==> src/rtl/assert_macros.svh <==
// ----------------------------------------------------------------------------
// Assertion macros
// Clocked concurrent assertion helpers shared by the RTL.
// ----------------------------------------------------------------------------
`ifndef ASSERT_MACROS_SVH
`define ASSERT_MACROS_SVH

// Property checked at every rising edge of clk, quiet while in reset.
`define ASSERT_CLK(lbl, prop, msg) \
    lbl: assert property (@(posedge clk) disable iff (!rst_n) (prop)) else $error(msg);

// Implication: when the antecedent holds, the consequent must hold in the next cycle.
`define ASSERT_NEXT(lbl, ante, cons, msg) \
    lbl: assert property (@(posedge clk) disable iff (!rst_n) (ante) |=> (cons)) \
        else $error(msg);

`endif

==> src/rtl/tccw_pkg.sv <==
// ----------------------------------------------------------------------------
// tccw_pkg
// Types, codes and character constants for the text console cursor writer.
// ----------------------------------------------------------------------------
package tccw_pkg;

    localparam int COLUMNS_DEF   = 80;
    localparam int ROW_COUNT_DEF = 25;

    localparam int ROW_W      = 5;
    localparam int COL_W      = 7;
    localparam int NUM_W      = 32;
    localparam int DIGITS_MAX = 10;

    typedef logic [1:0]       func_t;
    typedef logic [7:0]       byte_t;
    typedef logic [3:0]       nib_t;
    typedef logic [ROW_W-1:0] row_t;
    typedef logic [COL_W-1:0] col_t;

    localparam func_t FUNC_PUT   = 2'd0;
    localparam func_t FUNC_HEX   = 2'd1;
    localparam func_t FUNC_DEC   = 2'd2;
    localparam func_t FUNC_CLEAR = 2'd3;

    localparam byte_t CH_TAB   = 8'd9;
    localparam byte_t CH_NL    = 8'd10;
    localparam byte_t CH_CR    = 8'd13;
    localparam byte_t CH_SPACE = 8'd32;
    localparam byte_t CH_ZERO  = 8'h30;
    localparam byte_t CH_X     = 8'h78;

    localparam byte_t ATTR_RESET = 8'd7;

    localparam byte_t HEX_CHARS [16] = '{
        8'h30, 8'h31, 8'h32, 8'h33, 8'h34, 8'h35, 8'h36, 8'h37,
        8'h38, 8'h39, 8'h41, 8'h42, 8'h43, 8'h44, 8'h45, 8'h46
    };

    // ASCII for one digit; decimal digits use the first ten entries of the table.
    function automatic byte_t digit_char(nib_t d);
        return HEX_CHARS[d];
    endfunction

endpackage

==> src/rtl/tccw_cmd_if.sv <==
// ----------------------------------------------------------------------------
// tccw_cmd_if
// Command channel: valid/ready handshake carrying one console command word.
// ----------------------------------------------------------------------------
interface tccw_cmd_if;
    import tccw_pkg::*;

    logic               valid;
    logic               ready;
    func_t              func;
    byte_t              char_code;
    nib_t               fg;
    nib_t               bg;
    logic [NUM_W-1:0]   number;

    modport source (output valid, func, char_code, fg, bg, number, input ready);
    modport sink   (input valid, func, char_code, fg, bg, number, output ready);

endinterface

==> src/rtl/tccw_disp_if.sv <==
// ----------------------------------------------------------------------------
// tccw_disp_if
// Display channel: valid/ready handshake carrying one cell-write word.
// ----------------------------------------------------------------------------
interface tccw_disp_if;
    import tccw_pkg::*;

    logic   valid;
    logic   ready;
    logic   write_valid;
    row_t   row;
    col_t   col;
    byte_t  glyph;
    byte_t  attr;
    logic   scrolled;
    logic   cleared;
    logic   last;

    modport source (output valid, write_valid, row, col, glyph, attr, scrolled,
                    cleared, last, input ready);
    modport sink   (input valid, write_valid, row, col, glyph, attr, scrolled,
                    cleared, last, output ready);

endinterface

==> src/rtl/text_console_cursor_writer.sv <==
// ----------------------------------------------------------------------------
// text_console_cursor_writer
// Cursor engine for a character console; emits cell writes, scrolls, clears.
// ----------------------------------------------------------------------------
// Takes one command word at a time and turns it into one or more cell-write
// words on the display channel; the cell store itself sits downstream and
// applies the writes, scrolls and clears flagged here. Put-character and
// clear load their one word into the output register in the accepting
// cycle. A hex print loads the 32-bit value as eight nibbles, drops
// leading zero nibbles at one per cycle (up to 7), then sends "0x" and the
// digits at one word per cycle; each nibble dropped is one word fewer. A
// decimal print runs a bit-serial binary-to-BCD conversion, one bit of the
// value per cycle, drops leading zero digits at one per cycle, then moves
// on and sends the remaining digits. The sending rates hold while the
// display side takes every word at once; a stall simply holds the
// sequencer. The next command is taken once the last word of the current
// one sits in the output register and is being taken in that cycle, or has
// already gone; a stall on that last word holds the command input off.
// default_attr may only be written while no command is in flight.
// ----------------------------------------------------------------------------
module text_console_cursor_writer #(
    parameter int COLUMNS   = tccw_pkg::COLUMNS_DEF,
    parameter int ROW_COUNT = tccw_pkg::ROW_COUNT_DEF
) (
    input  logic                 clk,
    input  logic                 rst_n,
    input  logic                 cfg_we,
    input  tccw_pkg::byte_t      cfg_data,
    tccw_cmd_if.sink             cmd,
    tccw_disp_if.source          disp
);
    import tccw_pkg::*;

    localparam int DIG_W = 4 * DIGITS_MAX;

    // sequencer codes
    localparam logic [1:0] S_IDLE  = 2'd0;
    localparam logic [1:0] S_CONV  = 2'd1;  // double-dabble, one bit a cycle
    localparam logic [1:0] S_STRIP = 2'd2;  // drop leading zero digits
    localparam logic [1:0] S_EMIT  = 2'd3;  // one character word a cycle while the output is free

    localparam logic [7:0] COLS_L     = 8'(COLUMNS);
    localparam logic [5:0] ROWS_L     = 6'(ROW_COUNT);
    localparam row_t       LAST_ROW   = ROW_W'(ROW_COUNT - 1);

    logic [1:0]       state_reg,  state_next;
    byte_t            attr_cfg_reg;
    col_t             col_reg,    col_next;
    row_t             row_reg,    row_next;
    logic [NUM_W-1:0] bin_reg,    bin_next;     // value still to shift into BCD
    logic [DIG_W-1:0] dig_reg,    dig_next;     // digit shift register, MSD on top
    logic [3:0]       cnt_reg,    cnt_next;     // digits left to send
    logic [4:0]       step_reg,   step_next;    // conversion bit index
    logic [1:0]       pf_reg,     pf_next;      // "0x" prefix characters left

    // output register
    logic   ov_reg,  ov_next;
    logic   owv_reg, owv_next;
    row_t   orow_reg, orow_next;
    col_t   ocol_reg, ocol_next;
    byte_t  oglyph_reg, oglyph_next;
    byte_t  oattr_reg, oattr_next;
    logic   oscr_reg, oscr_next;
    logic   oclr_reg, oclr_next;
    logic   olast_reg, olast_next;

    logic             out_free;
    logic             cmd_acc;
    logic [DIG_W-1:0] dab;
    nib_t             top_dig;

    // cursor move for one character
    byte_t      pc_ch;
    logic       pc_wv;
    logic       pc_scroll;
    logic [7:0] pc_c;
    logic [5:0] pc_r;
    col_t       pc_col;
    row_t       pc_row;
    byte_t      emit_ch;
    logic       emit_last;

    assign out_free  = !ov_reg || disp.ready;
    assign cmd.ready = (state_reg == S_IDLE) && out_free;
    assign cmd_acc   = cmd.valid && cmd.ready;
    assign top_dig   = dig_reg[DIG_W-1 -: 4];

    assign disp.valid       = ov_reg;
    assign disp.write_valid = owv_reg;
    assign disp.row         = orow_reg;
    assign disp.col         = ocol_reg;
    assign disp.glyph       = oglyph_reg;
    assign disp.attr        = oattr_reg;
    assign disp.scrolled    = oscr_reg;
    assign disp.cleared     = oclr_reg;
    assign disp.last        = olast_reg;

    // add 3 to every BCD digit of 5 or more before the shift; digits are independent
    always_comb
    begin
        for (int i = 0; i < DIGITS_MAX; i++)
        begin
            dab[4*i +: 4] = (dig_reg[4*i +: 4] >= 4'd5) ? dig_reg[4*i +: 4] + 4'd3
                                                        : dig_reg[4*i +: 4];
        end
    end

    // character of the current emit step
    always_comb
    begin
        case (pf_reg)
            2'd2:    emit_ch = CH_ZERO;
            2'd1:    emit_ch = CH_X;
            default: emit_ch = digit_char(top_dig);
        endcase
        emit_last = (pf_reg == 2'd0) && (cnt_reg == 4'd1);
    end

    assign pc_ch = (state_reg == S_IDLE) ? cmd.char_code : emit_ch;

    always_comb
    begin
        pc_c      = {1'b0, col_reg};
        pc_r      = {1'b0, row_reg};
        pc_wv     = 1'b0;
        pc_scroll = 1'b0;
        case (pc_ch)
            CH_NL:
            begin
                pc_c = 8'd0;
                pc_r = pc_r + 6'd1;
            end
            CH_CR:
            begin
                pc_c = 8'd0;
            end
            CH_TAB:
            begin
                pc_c = (pc_c + 8'd8) & 8'hF8;
            end
            default:
            begin
                pc_wv = 1'b1;
                pc_c  = pc_c + 8'd1;
            end
        endcase
        if (pc_c >= COLS_L)
        begin
            pc_c = 8'd0;
            pc_r = pc_r + 6'd1;
        end
        pc_col = pc_c[COL_W-1:0];
        pc_row = pc_r[ROW_W-1:0];
        if (pc_r >= ROWS_L)
        begin
            pc_scroll = 1'b1;
            pc_row    = LAST_ROW;
        end
    end

    always_comb
    begin
        state_next  = state_reg;
        col_next    = col_reg;
        row_next    = row_reg;
        bin_next    = bin_reg;
        dig_next    = dig_reg;
        cnt_next    = cnt_reg;
        step_next   = step_reg;
        pf_next     = pf_reg;
        ov_next     = ov_reg && !disp.ready;
        owv_next    = owv_reg;
        orow_next   = orow_reg;
        ocol_next   = ocol_reg;
        oglyph_next = oglyph_reg;
        oattr_next  = oattr_reg;
        oscr_next   = oscr_reg;
        oclr_next   = oclr_reg;
        olast_next  = olast_reg;

        case (state_reg)
            S_IDLE:
            begin
                if (cmd_acc)
                begin
                    case (cmd.func)
                        FUNC_PUT:
                        begin
                            ov_next     = 1'b1;
                            owv_next    = pc_wv;
                            orow_next   = pc_wv ? row_reg : '0;
                            ocol_next   = pc_wv ? col_reg : '0;
                            oglyph_next = pc_wv ? cmd.char_code : 8'd0;
                            oattr_next  = pc_wv ? {cmd.bg, cmd.fg} : 8'd0;
                            oscr_next   = pc_scroll;
                            oclr_next   = 1'b0;
                            olast_next  = 1'b1;
                            col_next    = pc_col;
                            row_next    = pc_row;
                        end
                        FUNC_HEX:
                        begin
                            dig_next   = {cmd.number, {(DIG_W-NUM_W){1'b0}}};
                            cnt_next   = 4'd8;
                            pf_next    = 2'd2;
                            state_next = S_STRIP;
                        end
                        FUNC_DEC:
                        begin
                            bin_next   = cmd.number;
                            dig_next   = '0;
                            cnt_next   = 4'(DIGITS_MAX);
                            pf_next    = 2'd0;
                            step_next  = '0;
                            state_next = S_CONV;
                        end
                        default:
                        begin
                            // clear: blank screen, cursor home
                            ov_next     = 1'b1;
                            owv_next    = 1'b0;
                            orow_next   = '0;
                            ocol_next   = '0;
                            oglyph_next = CH_SPACE;
                            oattr_next  = attr_cfg_reg;
                            oscr_next   = 1'b0;
                            oclr_next   = 1'b1;
                            olast_next  = 1'b1;
                            col_next    = '0;
                            row_next    = '0;
                        end
                    endcase
                end
            end
            S_CONV:
            begin
                dig_next  = {dab[DIG_W-2:0], bin_reg[NUM_W-1]};
                bin_next  = {bin_reg[NUM_W-2:0], 1'b0};
                step_next = step_reg + 5'd1;
                if (step_reg == 5'(NUM_W - 1))
                begin
                    state_next = S_STRIP;
                end
            end
            S_STRIP:
            begin
                if ((cnt_reg > 4'd1) && (top_dig == 4'd0))
                begin
                    dig_next = {dig_reg[DIG_W-5:0], 4'b0};
                    cnt_next = cnt_reg - 4'd1;
                end
                else
                begin
                    state_next = S_EMIT;
                end
            end
            default:
            begin
                if (out_free)
                begin
                    ov_next     = 1'b1;
                    owv_next    = pc_wv;
                    orow_next   = row_reg;
                    ocol_next   = col_reg;
                    oglyph_next = emit_ch;
                    oattr_next  = attr_cfg_reg;
                    oscr_next   = pc_scroll;
                    oclr_next   = 1'b0;
                    olast_next  = emit_last;
                    col_next    = pc_col;
                    row_next    = pc_row;
                    if (pf_reg != 2'd0)
                    begin
                        pf_next = pf_reg - 2'd1;
                    end
                    else
                    begin
                        dig_next = {dig_reg[DIG_W-5:0], 4'b0};
                        cnt_next = cnt_reg - 4'd1;
                    end
                    if (emit_last)
                    begin
                        state_next = S_IDLE;
                    end
                end
            end
        endcase
    end

    // control state
    always_ff @(posedge clk or negedge rst_n)
    begin
        if (!rst_n)
        begin
            state_reg    <= S_IDLE;
            attr_cfg_reg <= ATTR_RESET;
            col_reg      <= '0;
            row_reg      <= '0;
            ov_reg       <= 1'b0;
            cnt_reg      <= '0;
            step_reg     <= '0;
            pf_reg       <= '0;
        end
        else
        begin
            state_reg <= state_next;
            if (cfg_we)
            begin
                attr_cfg_reg <= cfg_data;
            end
            col_reg  <= col_next;
            row_reg  <= row_next;
            ov_reg   <= ov_next;
            cnt_reg  <= cnt_next;
            step_reg <= step_next;
            pf_reg   <= pf_next;
        end
    end

    // payload, no reset
    always_ff @(posedge clk)
    begin
        bin_reg    <= bin_next;
        dig_reg    <= dig_next;
        owv_reg    <= owv_next;
        orow_reg   <= orow_next;
        ocol_reg   <= ocol_next;
        oglyph_reg <= oglyph_next;
        oattr_reg  <= oattr_next;
        oscr_reg   <= oscr_next;
        oclr_reg   <= oclr_next;
        olast_reg  <= olast_next;
    end

    // ------------------------------------------------------------------------
    // checks
    // ------------------------------------------------------------------------
`include "assert_macros.svh"

    `ASSERT_CLK(a_cursor_range, ({1'b0, col_reg} < COLS_L) && ({1'b0, row_reg} < ROWS_L), "cursor out of grid")
    `ASSERT_CLK(a_clear_word, !(ov_reg && oclr_reg) || (olast_reg && !owv_reg), "clear word malformed")
    `ASSERT_CLK(a_emit_count, (state_reg != S_EMIT) || (cnt_reg != 4'd0), "emit with no digits left")
    `ASSERT_NEXT(a_clear_home, cmd_acc && (cmd.func == FUNC_CLEAR), (col_reg == '0) && (row_reg == '0), "clear did not home cursor")

endmodule

==> src/flat_wrapper.sv <==
// flat-port wrapper written by rule: the top's interface ports become plain ports
module text_console_cursor_writer_flat import tccw_pkg::*;
#(
    parameter int COLUMNS   = tccw_pkg::COLUMNS_DEF,
    parameter int ROW_COUNT = tccw_pkg::ROW_COUNT_DEF
)
  (clk, rst_n, cfg_we, cfg_data, cmd_valid, cmd_func, cmd_char_code, cmd_fg, cmd_bg, cmd_number, cmd_ready, disp_valid, disp_write_valid, disp_row, disp_col, disp_glyph, disp_attr, disp_scrolled, disp_cleared, disp_last, disp_ready);
  tccw_cmd_if cmd_i ();
  tccw_disp_if disp_i ();
  input  logic clk;
  input  logic rst_n;
  input  logic cfg_we;
  input  tccw_pkg::byte_t cfg_data;
  input wire logic [$bits(cmd_i.valid)-1:0] cmd_valid;
  input wire logic [$bits(cmd_i.func)-1:0] cmd_func;
  input wire logic [$bits(cmd_i.char_code)-1:0] cmd_char_code;
  input wire logic [$bits(cmd_i.fg)-1:0] cmd_fg;
  input wire logic [$bits(cmd_i.bg)-1:0] cmd_bg;
  input wire logic [$bits(cmd_i.number)-1:0] cmd_number;
  output wire logic [$bits(cmd_i.ready)-1:0] cmd_ready;
  output wire logic [$bits(disp_i.valid)-1:0] disp_valid;
  output wire logic [$bits(disp_i.write_valid)-1:0] disp_write_valid;
  output wire logic [$bits(disp_i.row)-1:0] disp_row;
  output wire logic [$bits(disp_i.col)-1:0] disp_col;
  output wire logic [$bits(disp_i.glyph)-1:0] disp_glyph;
  output wire logic [$bits(disp_i.attr)-1:0] disp_attr;
  output wire logic [$bits(disp_i.scrolled)-1:0] disp_scrolled;
  output wire logic [$bits(disp_i.cleared)-1:0] disp_cleared;
  output wire logic [$bits(disp_i.last)-1:0] disp_last;
  input wire logic [$bits(disp_i.ready)-1:0] disp_ready;
  assign cmd_i.valid = cmd_valid;
  assign cmd_i.func = cmd_func;
  assign cmd_i.char_code = cmd_char_code;
  assign cmd_i.fg = cmd_fg;
  assign cmd_i.bg = cmd_bg;
  assign cmd_i.number = cmd_number;
  assign cmd_ready = cmd_i.ready;
  assign disp_valid = disp_i.valid;
  assign disp_write_valid = disp_i.write_valid;
  assign disp_row = disp_i.row;
  assign disp_col = disp_i.col;
  assign disp_glyph = disp_i.glyph;
  assign disp_attr = disp_i.attr;
  assign disp_scrolled = disp_i.scrolled;
  assign disp_cleared = disp_i.cleared;
  assign disp_last = disp_i.last;
  assign disp_i.ready = disp_ready;
  text_console_cursor_writer #(.COLUMNS(COLUMNS), .ROW_COUNT(ROW_COUNT)) u_core (.clk(clk), .rst_n(rst_n), .cfg_we(cfg_we), .cfg_data(cfg_data), .cmd(cmd_i), .disp(disp_i));
endmodule
==> config.mk <==
export PLATFORM = sky130hd
export DESIGN_NAME = text_console_cursor_writer_flat
export DESIGN_NICKNAME = d
export VERILOG_FILES = /design/src/rtl/tccw_pkg.sv /design/src/rtl/tccw_cmd_if.sv /design/src/rtl/tccw_disp_if.sv /design/src/rtl/text_console_cursor_writer.sv /design/src/flat_wrapper.sv
export VERILOG_INCLUDE_DIRS = /design/src /design/src/rtl
export SDC_FILE = /design/constraint.sdc
export NUM_CORES = 1
export LEC_CHECK = 0
export BUFFER_PORTS_ARGS = -buffer_cell sky130_fd_sc_hd__buf_2
export CAP_MARGIN = 10
export CORE_MARGIN = 2
export CORE_UTILIZATION = 40
export CTS_BUF_LIST = sky130_fd_sc_hd__clkbuf_8
export DETAILED_ROUTE_END_ITERATION = 16
export PLACE_DENSITY_LB_ADDON = 0.3
export RECOVER_POWER = 100
export SLEW_MARGIN = 25
export SYNTH_ARGS = -nofsm -noshare
export SYNTH_HDL_FRONTEND = slang
export SYNTH_SLANG_ARGS = --single-unit
==> constraint.sdc <==
create_clock -name clk -period 3.85 [get_ports clk]
set_input_delay 0.385 -clock clk [delete_from_list [all_inputs] [get_ports clk]]
set_output_delay 0.385 -clock clk [all_outputs]
set_load 0.02 [all_outputs]
# Yosys cells after proc, flatten, opt, wreduce, memory -nomap -nowiden
# Memory sizes are Yosys's and may differ from the RTL's.
# Cells that the tools add are included.
totals:
  register_bits: 138
  rom_bits: 128
  in_bits: 63
  out_inout_bits: 34
  wordCells: 201
  mem_count: 1
mem_list:
  columns: ["memory", "words", "width", "rd", "rd_clocked_by_memory_dff", "write_ports", "line_no", "rtl"]
  rows:
  - ["(no name shown)", 16, 8, 1, 0, 0, "tccw_pkg.sv:42", "return HEX_CHARS[d];"]
op_classes:
  n_addsub: 17
  order_cmp: 14
  eq_ne: 20
  muxes: 99
  n_bitwise: 3
  reduce_logical: 29
ops:
  columns: ["cell", "n"]
  rows:
  - ["40-bit two-way mux", 4]
  - ["40-bit case mux with 3 select lines", 1]
  - ["8-bit case mux with 2 select lines", 6]
  - ["40-bit case mux with 2 select lines", 1]
  - ["8-bit two-way mux", 9]
  - ["32-bit two-way mux", 2]
  - ["32-bit case mux with 2 select lines", 1]
  - ["7-bit case mux with 2 select lines", 4]
  - ["4-bit two-way mux", 13]
  - ["5-bit case mux with 2 select lines", 5]
  - ["7-bit two-way mux", 6]
  - ["4-bit by 3-bit greater-or-equal comparator with 1-bit output (second input constant)", 10]
  - ["5-bit two-way mux", 8]
  - ["4-bit by 2-bit adder with 4-bit output (second input constant)", 9]
  - ["8-bit by 4-bit equality test with 1-bit output (second input constant)", 3]
  - ["2-bit two-way mux", 8]
  - ["1-bit case mux with 2 select lines", 8]
  - ["1-bit two-way mux", 14]
  - ["6-bit two-way mux", 2]
  - ["2-bit case mux with 2 select lines", 3]
  - ["4-bit case mux with 3 select lines", 1]
  - ["6-bit AND reduction", 2]
  - ["5-bit AND reduction", 2]
  - ["7-bit by 1-bit adder with 8-bit output (second input constant)", 1]
  - ["37 further kinds", 59]

# Depth between registers and ports, before layout
logic_depth:
  word_depth: 16
  ltp_mapped: 16
  depth_no_buf: 15

# Worst setup path before layout
# Ideal clock, no wire load.
synth_path:
  path_type: "register to register"
  startpoint: "register u_core.dig_reg[36]"
  endpoint: "register u_core.row_reg[2]"
  setup_time_ns: 0.136
  arrival_ns: 3.601
  required_time_ns: 3.714
  path_slack_ns: 0.113
  path_stages_with_launch: 17
  n_path_buf: 1
  synth_period_minus_slack_ns: 3.737
  cell_sequence: "edfxtp_1 > inv_1 > ha_1 > nand2b_1 > a311oi_4 > o2111ai_4 > clkbuf_1 > mux2_2 > ha_1 > xor2_1 > nor3_1 > a31oi_1 > nor2_1 > a211oi_4 > o211ai_1 > a32oi_1 > o31ai_2"
synth_between:
  elab_chain_len: 16
  elab_cells_between_ends: 21
  classes_between: "add/sub (1); order compare (2); eq/ne (3); mux (12); bitwise (1); reduce/logical (1); memory (1)"
synth_rtl:
  columns: ["item", "line_no", "rtl"]
  rows:
  - ["from (decl)", "text_console_cursor_writer.sv:51", "logic [DIG_W-1:0] dig_reg, dig_next;"]
  - ["from (signal assigned)", "text_console_cursor_writer.sv:324", "dig_reg <= dig_next;"]
  - ["4-bit NOT with 5-bit output (not written as such) (*)", "tccw_pkg.sv:42", null]
  - ["memory 16 x 8 bit (*)", null, null]
  - ["8-bit two-way mux (not written as such) (*) (2 in a row)", "tccw_pkg.sv:42", null]
  - ["8-bit case mux with 2 select lines (*)", "text_console_cursor_writer.sv:111", "case (pf_reg)"]
  - ["8-bit two-way mux (*)", "text_console_cursor_writer.sv:119", "assign pc_ch = (state_reg == S_IDLE) ? cmd.char_code : emit_ch;"]
  - ["8-bit by 4-bit equality test with 1-bit output", "text_console_cursor_writer.sv:127", "case (pc_ch)"]
  - ["2-bit OR reduction (no source line)", null, null]
  - ["8-bit case mux with 2 select lines", "text_console_cursor_writer.sv:127", null]
  - ["8-bit by 7-bit greater-or-equal comparator with 1-bit output", "text_console_cursor_writer.sv:147", "if (pc_c >= COLS_L)"]
  - ["6-bit two-way mux (*)", "text_console_cursor_writer.sv:147", null]
  - ["6-bit by 5-bit greater-or-equal comparator with 1-bit output", "text_console_cursor_writer.sv:154", "if (pc_r >= ROWS_L)"]
  - ["5-bit two-way mux (*)", "text_console_cursor_writer.sv:154", null]
  - ["5-bit case mux with 2 select lines", "text_console_cursor_writer.sv:186", "case (cmd.func)"]
  - ["5-bit two-way mux", "text_console_cursor_writer.sv:184", "if (cmd_acc)"]
  - ["5-bit case mux with 2 select lines (*)", "text_console_cursor_writer.sv:181", "case (state_reg)"]
  - ["to (signal assigned)", "text_console_cursor_writer.sv:312", "row_reg <= row_next;"]
  - ["to (decl)", "text_console_cursor_writer.sv:49", "row_t row_reg, row_next;"]
# Mark *: on every way between the ends. The rest lies on a longest branch, timed or not. The select of a mux whose other input is x is not followed.
# A chain may end at the register's enable or synchronous reset.

# Final worst setup path
layout_path:
  startpoint: "register u_core.pf_reg[0]"
  endpoint: "register u_core.row_reg[2]"
layout_between:
  elab_chain_len: 13
  elab_cells_between_ends: 19
  classes_between: "add/sub (1); order compare (2); eq/ne (5); mux (10); reduce/logical (1)"
layout_rtl:
  columns: ["item", "line_no", "rtl"]
  rows:
  - ["from (decl)", "text_console_cursor_writer.sv:54", "logic [1:0] pf_reg, pf_next; // \"0x\" prefix characters left"]
  - ["from (signal assigned)", "text_console_cursor_writer.sv:316", "pf_reg <= pf_next;"]
  - ["2-bit by 1-bit equality test with 1-bit output / 2-bit equality test (equally long branches)", "text_console_cursor_writer.sv:111", null]
  - ["8-bit case mux with 2 select lines (*)", "text_console_cursor_writer.sv:111", null]
  - ["8-bit two-way mux (*)", "text_console_cursor_writer.sv:119", null]
  - ["8-bit by 4-bit equality test with 1-bit output", "text_console_cursor_writer.sv:127", null]
  - ["2-bit OR reduction (no source line)", null, null]
  - ["8-bit case mux with 2 select lines", "text_console_cursor_writer.sv:127", null]
  - ["8-bit by 7-bit greater-or-equal comparator with 1-bit output", "text_console_cursor_writer.sv:147", null]
  - ["6-bit two-way mux (*)", "text_console_cursor_writer.sv:147", null]
  - ["6-bit by 5-bit greater-or-equal comparator with 1-bit output", "text_console_cursor_writer.sv:154", null]
  - ["5-bit two-way mux (*)", "text_console_cursor_writer.sv:154", null]
  - ["5-bit case mux with 2 select lines", "text_console_cursor_writer.sv:186", null]
  - ["5-bit two-way mux", "text_console_cursor_writer.sv:184", null]
  - ["5-bit case mux with 2 select lines (*)", "text_console_cursor_writer.sv:181", null]
# Marks and branches as above.

==> flow_metrics.tcl <==
set metrics [dict create \
    num_rows 51 \
    power_density_mw_per_mm2 868 \
    coreArea_mm2 0.0195 \
    detail_route.wl_per_cell_um 15.4 \
    port_buffers 96 \
    finalHoldViolCount 0 \
    ys_warn_count 0 \
    worstPathCellList "inv_1 -> ha_1 -> or2_4 -> a311oi_4 -> o2111ai_4 -> mux2_2 -> ha_2 -> xor2_1 -> nor3_1 -> a31oi_1 -> nor2_2 -> a211oi_4 -> o211ai_1 -> a32oi_1 -> o31ai_2" \
    hp-class "in -> reg" \
    status "complete, but fails checks" \
    grt_max_degree 70 \
    layout-drive-gt1-share 0.206 \
    fin_skew_ns 0.00907 \
    drt_iter0_drc 560 \
    layout_min_cycle_time_ns 3.57 \
    diodes 0 \
    drtPass1Iterations 8 \
    max_slew_margin -0.726 \
    r2r-start "u_core.pf_reg[0]" \
    worst_slack_ns 0.283 \
    worst_setup_path_start_kind "flop" \
    clk_pin_slew_ns 0.08 \
    syn-cell-area_mm2 0.00797 \
    setup_viol 0 \
    worstHoldStart "cfg_data[2]" \
    synth.net_count 846 \
    synthCells 744 \
    grt_pass1_wl_um 28200 \
    yosys_register_bits 138 \
    synth_top_area_share 0.392 \
    synth_edf_count 104 \
    io_pins 97 \
    slowest_stage "dfrtp_1" \
    r2r_slack_ns 0.28 \
    critPathMaxStageDelay_ns 0.39 \
    place_ws_ns 0.0971 \
    synth-async-reset-ratio 0.246 \
    seq_area_frac_synth 0.499 \
    cts_root_buffer "clkbuf_8" \
    clkLatencyLatePin_ns 0.44 \
    area_delta_synth_final_pct 16.1 \
    crit_start "u_core.pf_reg[0]" \
    die_area_mm2 0.0211 \
    vias_per_cell 5.30 \
    slew_violations 177 \
    tritoncts "yes" \
    start_util 0.408 \
    grt_pass1_vias 5577 \
    dp_hpwl_um 12100 \
    yosys-top-cells-area "edfxtp_1, dfrtp_1, ha_1" \
    crit_path_max_fanout 6 \
    cpLargestDelayFamily "compound AO/OA/AOI/OAI gates" \
    largest_reg_flops 40 \
    multi_input_area_mm2 0.00361 \
    violations "max-capacitance violations, max-slew violations" \
    fillers 1874 \
    final_nets 956 \
    period_share 0.926 \
    cts_buffer_depth 2 \
    fmax_mhz 280 \
    yosysUniqueCellTypes 76 \
    ir_drop_mv 0.328 \
    grt-ovfl-total 0 \
    synth.avg_cell_area_um2 10.7 \
    setup_tns_ns 0 \
    antenna_found_initial 0 \
    vias 5999 \
    cts.sinks 138 \
    drt_wl_total_um 17400 \
    seq_area_mm2 0.00398 \
    numCtsBuffers 17 \
    synth_top_cell_by_area "edfxtp_1" \
    synth_ff_type "edfxtp_1" \
    cap_violations 4 \
    end_kind "flop" \
    ant_nets 0 \
    critPathArrivalTime_ns 3.89 \
    fp.dieW_um 145 \
    gp_congestion 0.838 \
    path_class "reg -> reg" \
    p_leak_nw 3.80 \
    track_usage 0.165 \
    path_buf_inv 1 \
    die_h_um 145 \
    critPathRequiredTime_ns 4.18 \
    tightest_slew_ns 2.58 \
    rsz0062_at_grt "no" \
    post-route-drc-count 0 \
    final_util 0.473 \
    htreeDepth 4 \
]
[layout by cell type (no fill, tap or decap), types with 4 or more instances in the layout]
cell,netlist,layout
a21o_1,5,5
a21oi_1,24,24
a222oi_1,30,30
and3_1,13,13
buf_2,0,61
buf_4,1,14
bufinv_16,0,5
clkbuf_1,25,42
clkbuf_8,0,18
dfrtp_1,31,31
edfxtp_1,104,104
ha_1,39,37
inv_1,73,73
mux2_2,41,40
mux2i_1,4,4
nand2_1,95,95
nand2b_1,25,25
nand3_1,13,13
nand4_1,5,5
nor2_1,37,34
nor2b_1,4,4
nor3_1,11,11
o21ai_0,62,64
o31ai_1,4,4
xnor2_1,14,14
xor2_1,6,6
[synth_stat cells, drive strengths merged, types with 3 or more instances]
| cell | count |
|---|---|
| o21ai | 66 |
| nand3 | 14 |
| inv | 73 |
| a222oi | 30 |
| dfstp | 3 |
| or2 | 3 |
| dfrtp | 31 |
| nor4 | 6 |
| nand2 | 96 |
| clkbuf | 25 |
| edfxtp | 104 |
| mux2i | 4 |
| xnor2 | 14 |
| buf | 3 |
| nor3 | 11 |
| o31ai | 5 |
| a311oi | 4 |
| a21o | 6 |
| nand2b | 26 |
| nor2 | 37 |
| and3 | 14 |
| a22oi | 3 |
| a211oi | 5 |
| mux2 | 41 |
| a211o | 3 |
| nor2b | 4 |
| a21oi | 25 |
| a31oi | 3 |
| ha | 39 |
| nand4 | 5 |
| xor2 | 6 |
[worst register-to-register path, stage by stage, from the launching register on]
cell and delay, ns:
dfrtp_1 0.39, inv_1 0.06, ha_1 0.35, or2_4 0.27
a311oi_4 0.32, o2111ai_4 0.19, mux2_2 0.34, ha_2 0.22
xor2_1 0.16, nor3_1 0.06, a31oi_1 0.18, nor2_2 0.07
a211oi_4 0.26, o211ai_1 0.22, a32oi_1 0.28, o31ai_2 0.09
[metal layers]
layer	track usage	wire length [um]	vias to the layer above
li1	-	-	2949
met1	0.221	8210	2886
met3	0.0355	781	18
met4	0.0441	186	0
met5	0	0	-
met2	0.270	8200	146
[area by class of cell]
| cell class | instances | share of cell area |
|---|---|---|
| multi-input combinational | 503 | 0.390 |
| clock inverter | 14 | 0.0237 |
| inverter | 75 | 0.0305 |
| tap | 265 | 0.0359 |
| sequential | 138 | 0.430 |
| clock buffer | 18 | 0.0268 |
| timing repair buffer | 119 | 0.0625 |
[stage by stage]
| stage | cell area [um^2] | hold WS, ns | instances | power (mW) |
|---|---|---|---|---|
| 2_1_floorplan | 7970 | 0.0894 | 744 | 5.67 |
| 3_3_place_gp | 8780 | 0.468 | 1091 | 6.65 |
| 3_5_place_dp | 8780 | 0.488 | 1091 | 6.71 |
| 4_1_cts | 9250 | 0.0419 | 1123 | 8.12 |
| 5_1_grt | 9240 | 0.140 | 1132 | 8.67 |
| 6_report | 9240 | 0.164 | 1132 | 8.03 |
[repair_timing]
item / 4_1_cts / 5_1_grt
setup endpoints to repair: 0 / 4
endpoints found under the hold margin: 0 / 0
hold buffers: 0 / 0
setup buffers: 0 / 9
resized for setup: 0 / 6
[kinds of logic after synthesis]
family / after synthesis / synth area share
buffers and inverters: 103 / 0.0500
adder cells (fa/ha/maj): 39 / 0.0613
flip-flops: 138 / 0.499
XOR/XNOR: 20 / 0.0220
AND/OR/NAND/NOR: 223 / 0.134
AO/OA/AOI/OAI: 176 / 0.170
multiplexers: 45 / 0.0630
[final timing paths]
path,depth (start not counted),to
max,15,u_core.row_reg[2]
min,2,u_core.attr_cfg_reg[2]
max reg2reg,15,u_core.row_reg[2]
max in group asynchronous,1,u_core.attr_cfg_reg[4]
min in group asynchronous,1,u_core.row_reg[1]
min reg2reg,2,u_core.step_reg[4]
[power by group]
part | total [mW] | switching, mW | internal [mW]
clock network | 1.39 | 0.596 | 0.793
logic | 3.62 | 2.29 | 1.32
registers | 3.02 | 0.443 | 2.58
total | 8.03 | 3.33 | 4.69
Note: power is estimated with default switching activity, not from simulation.
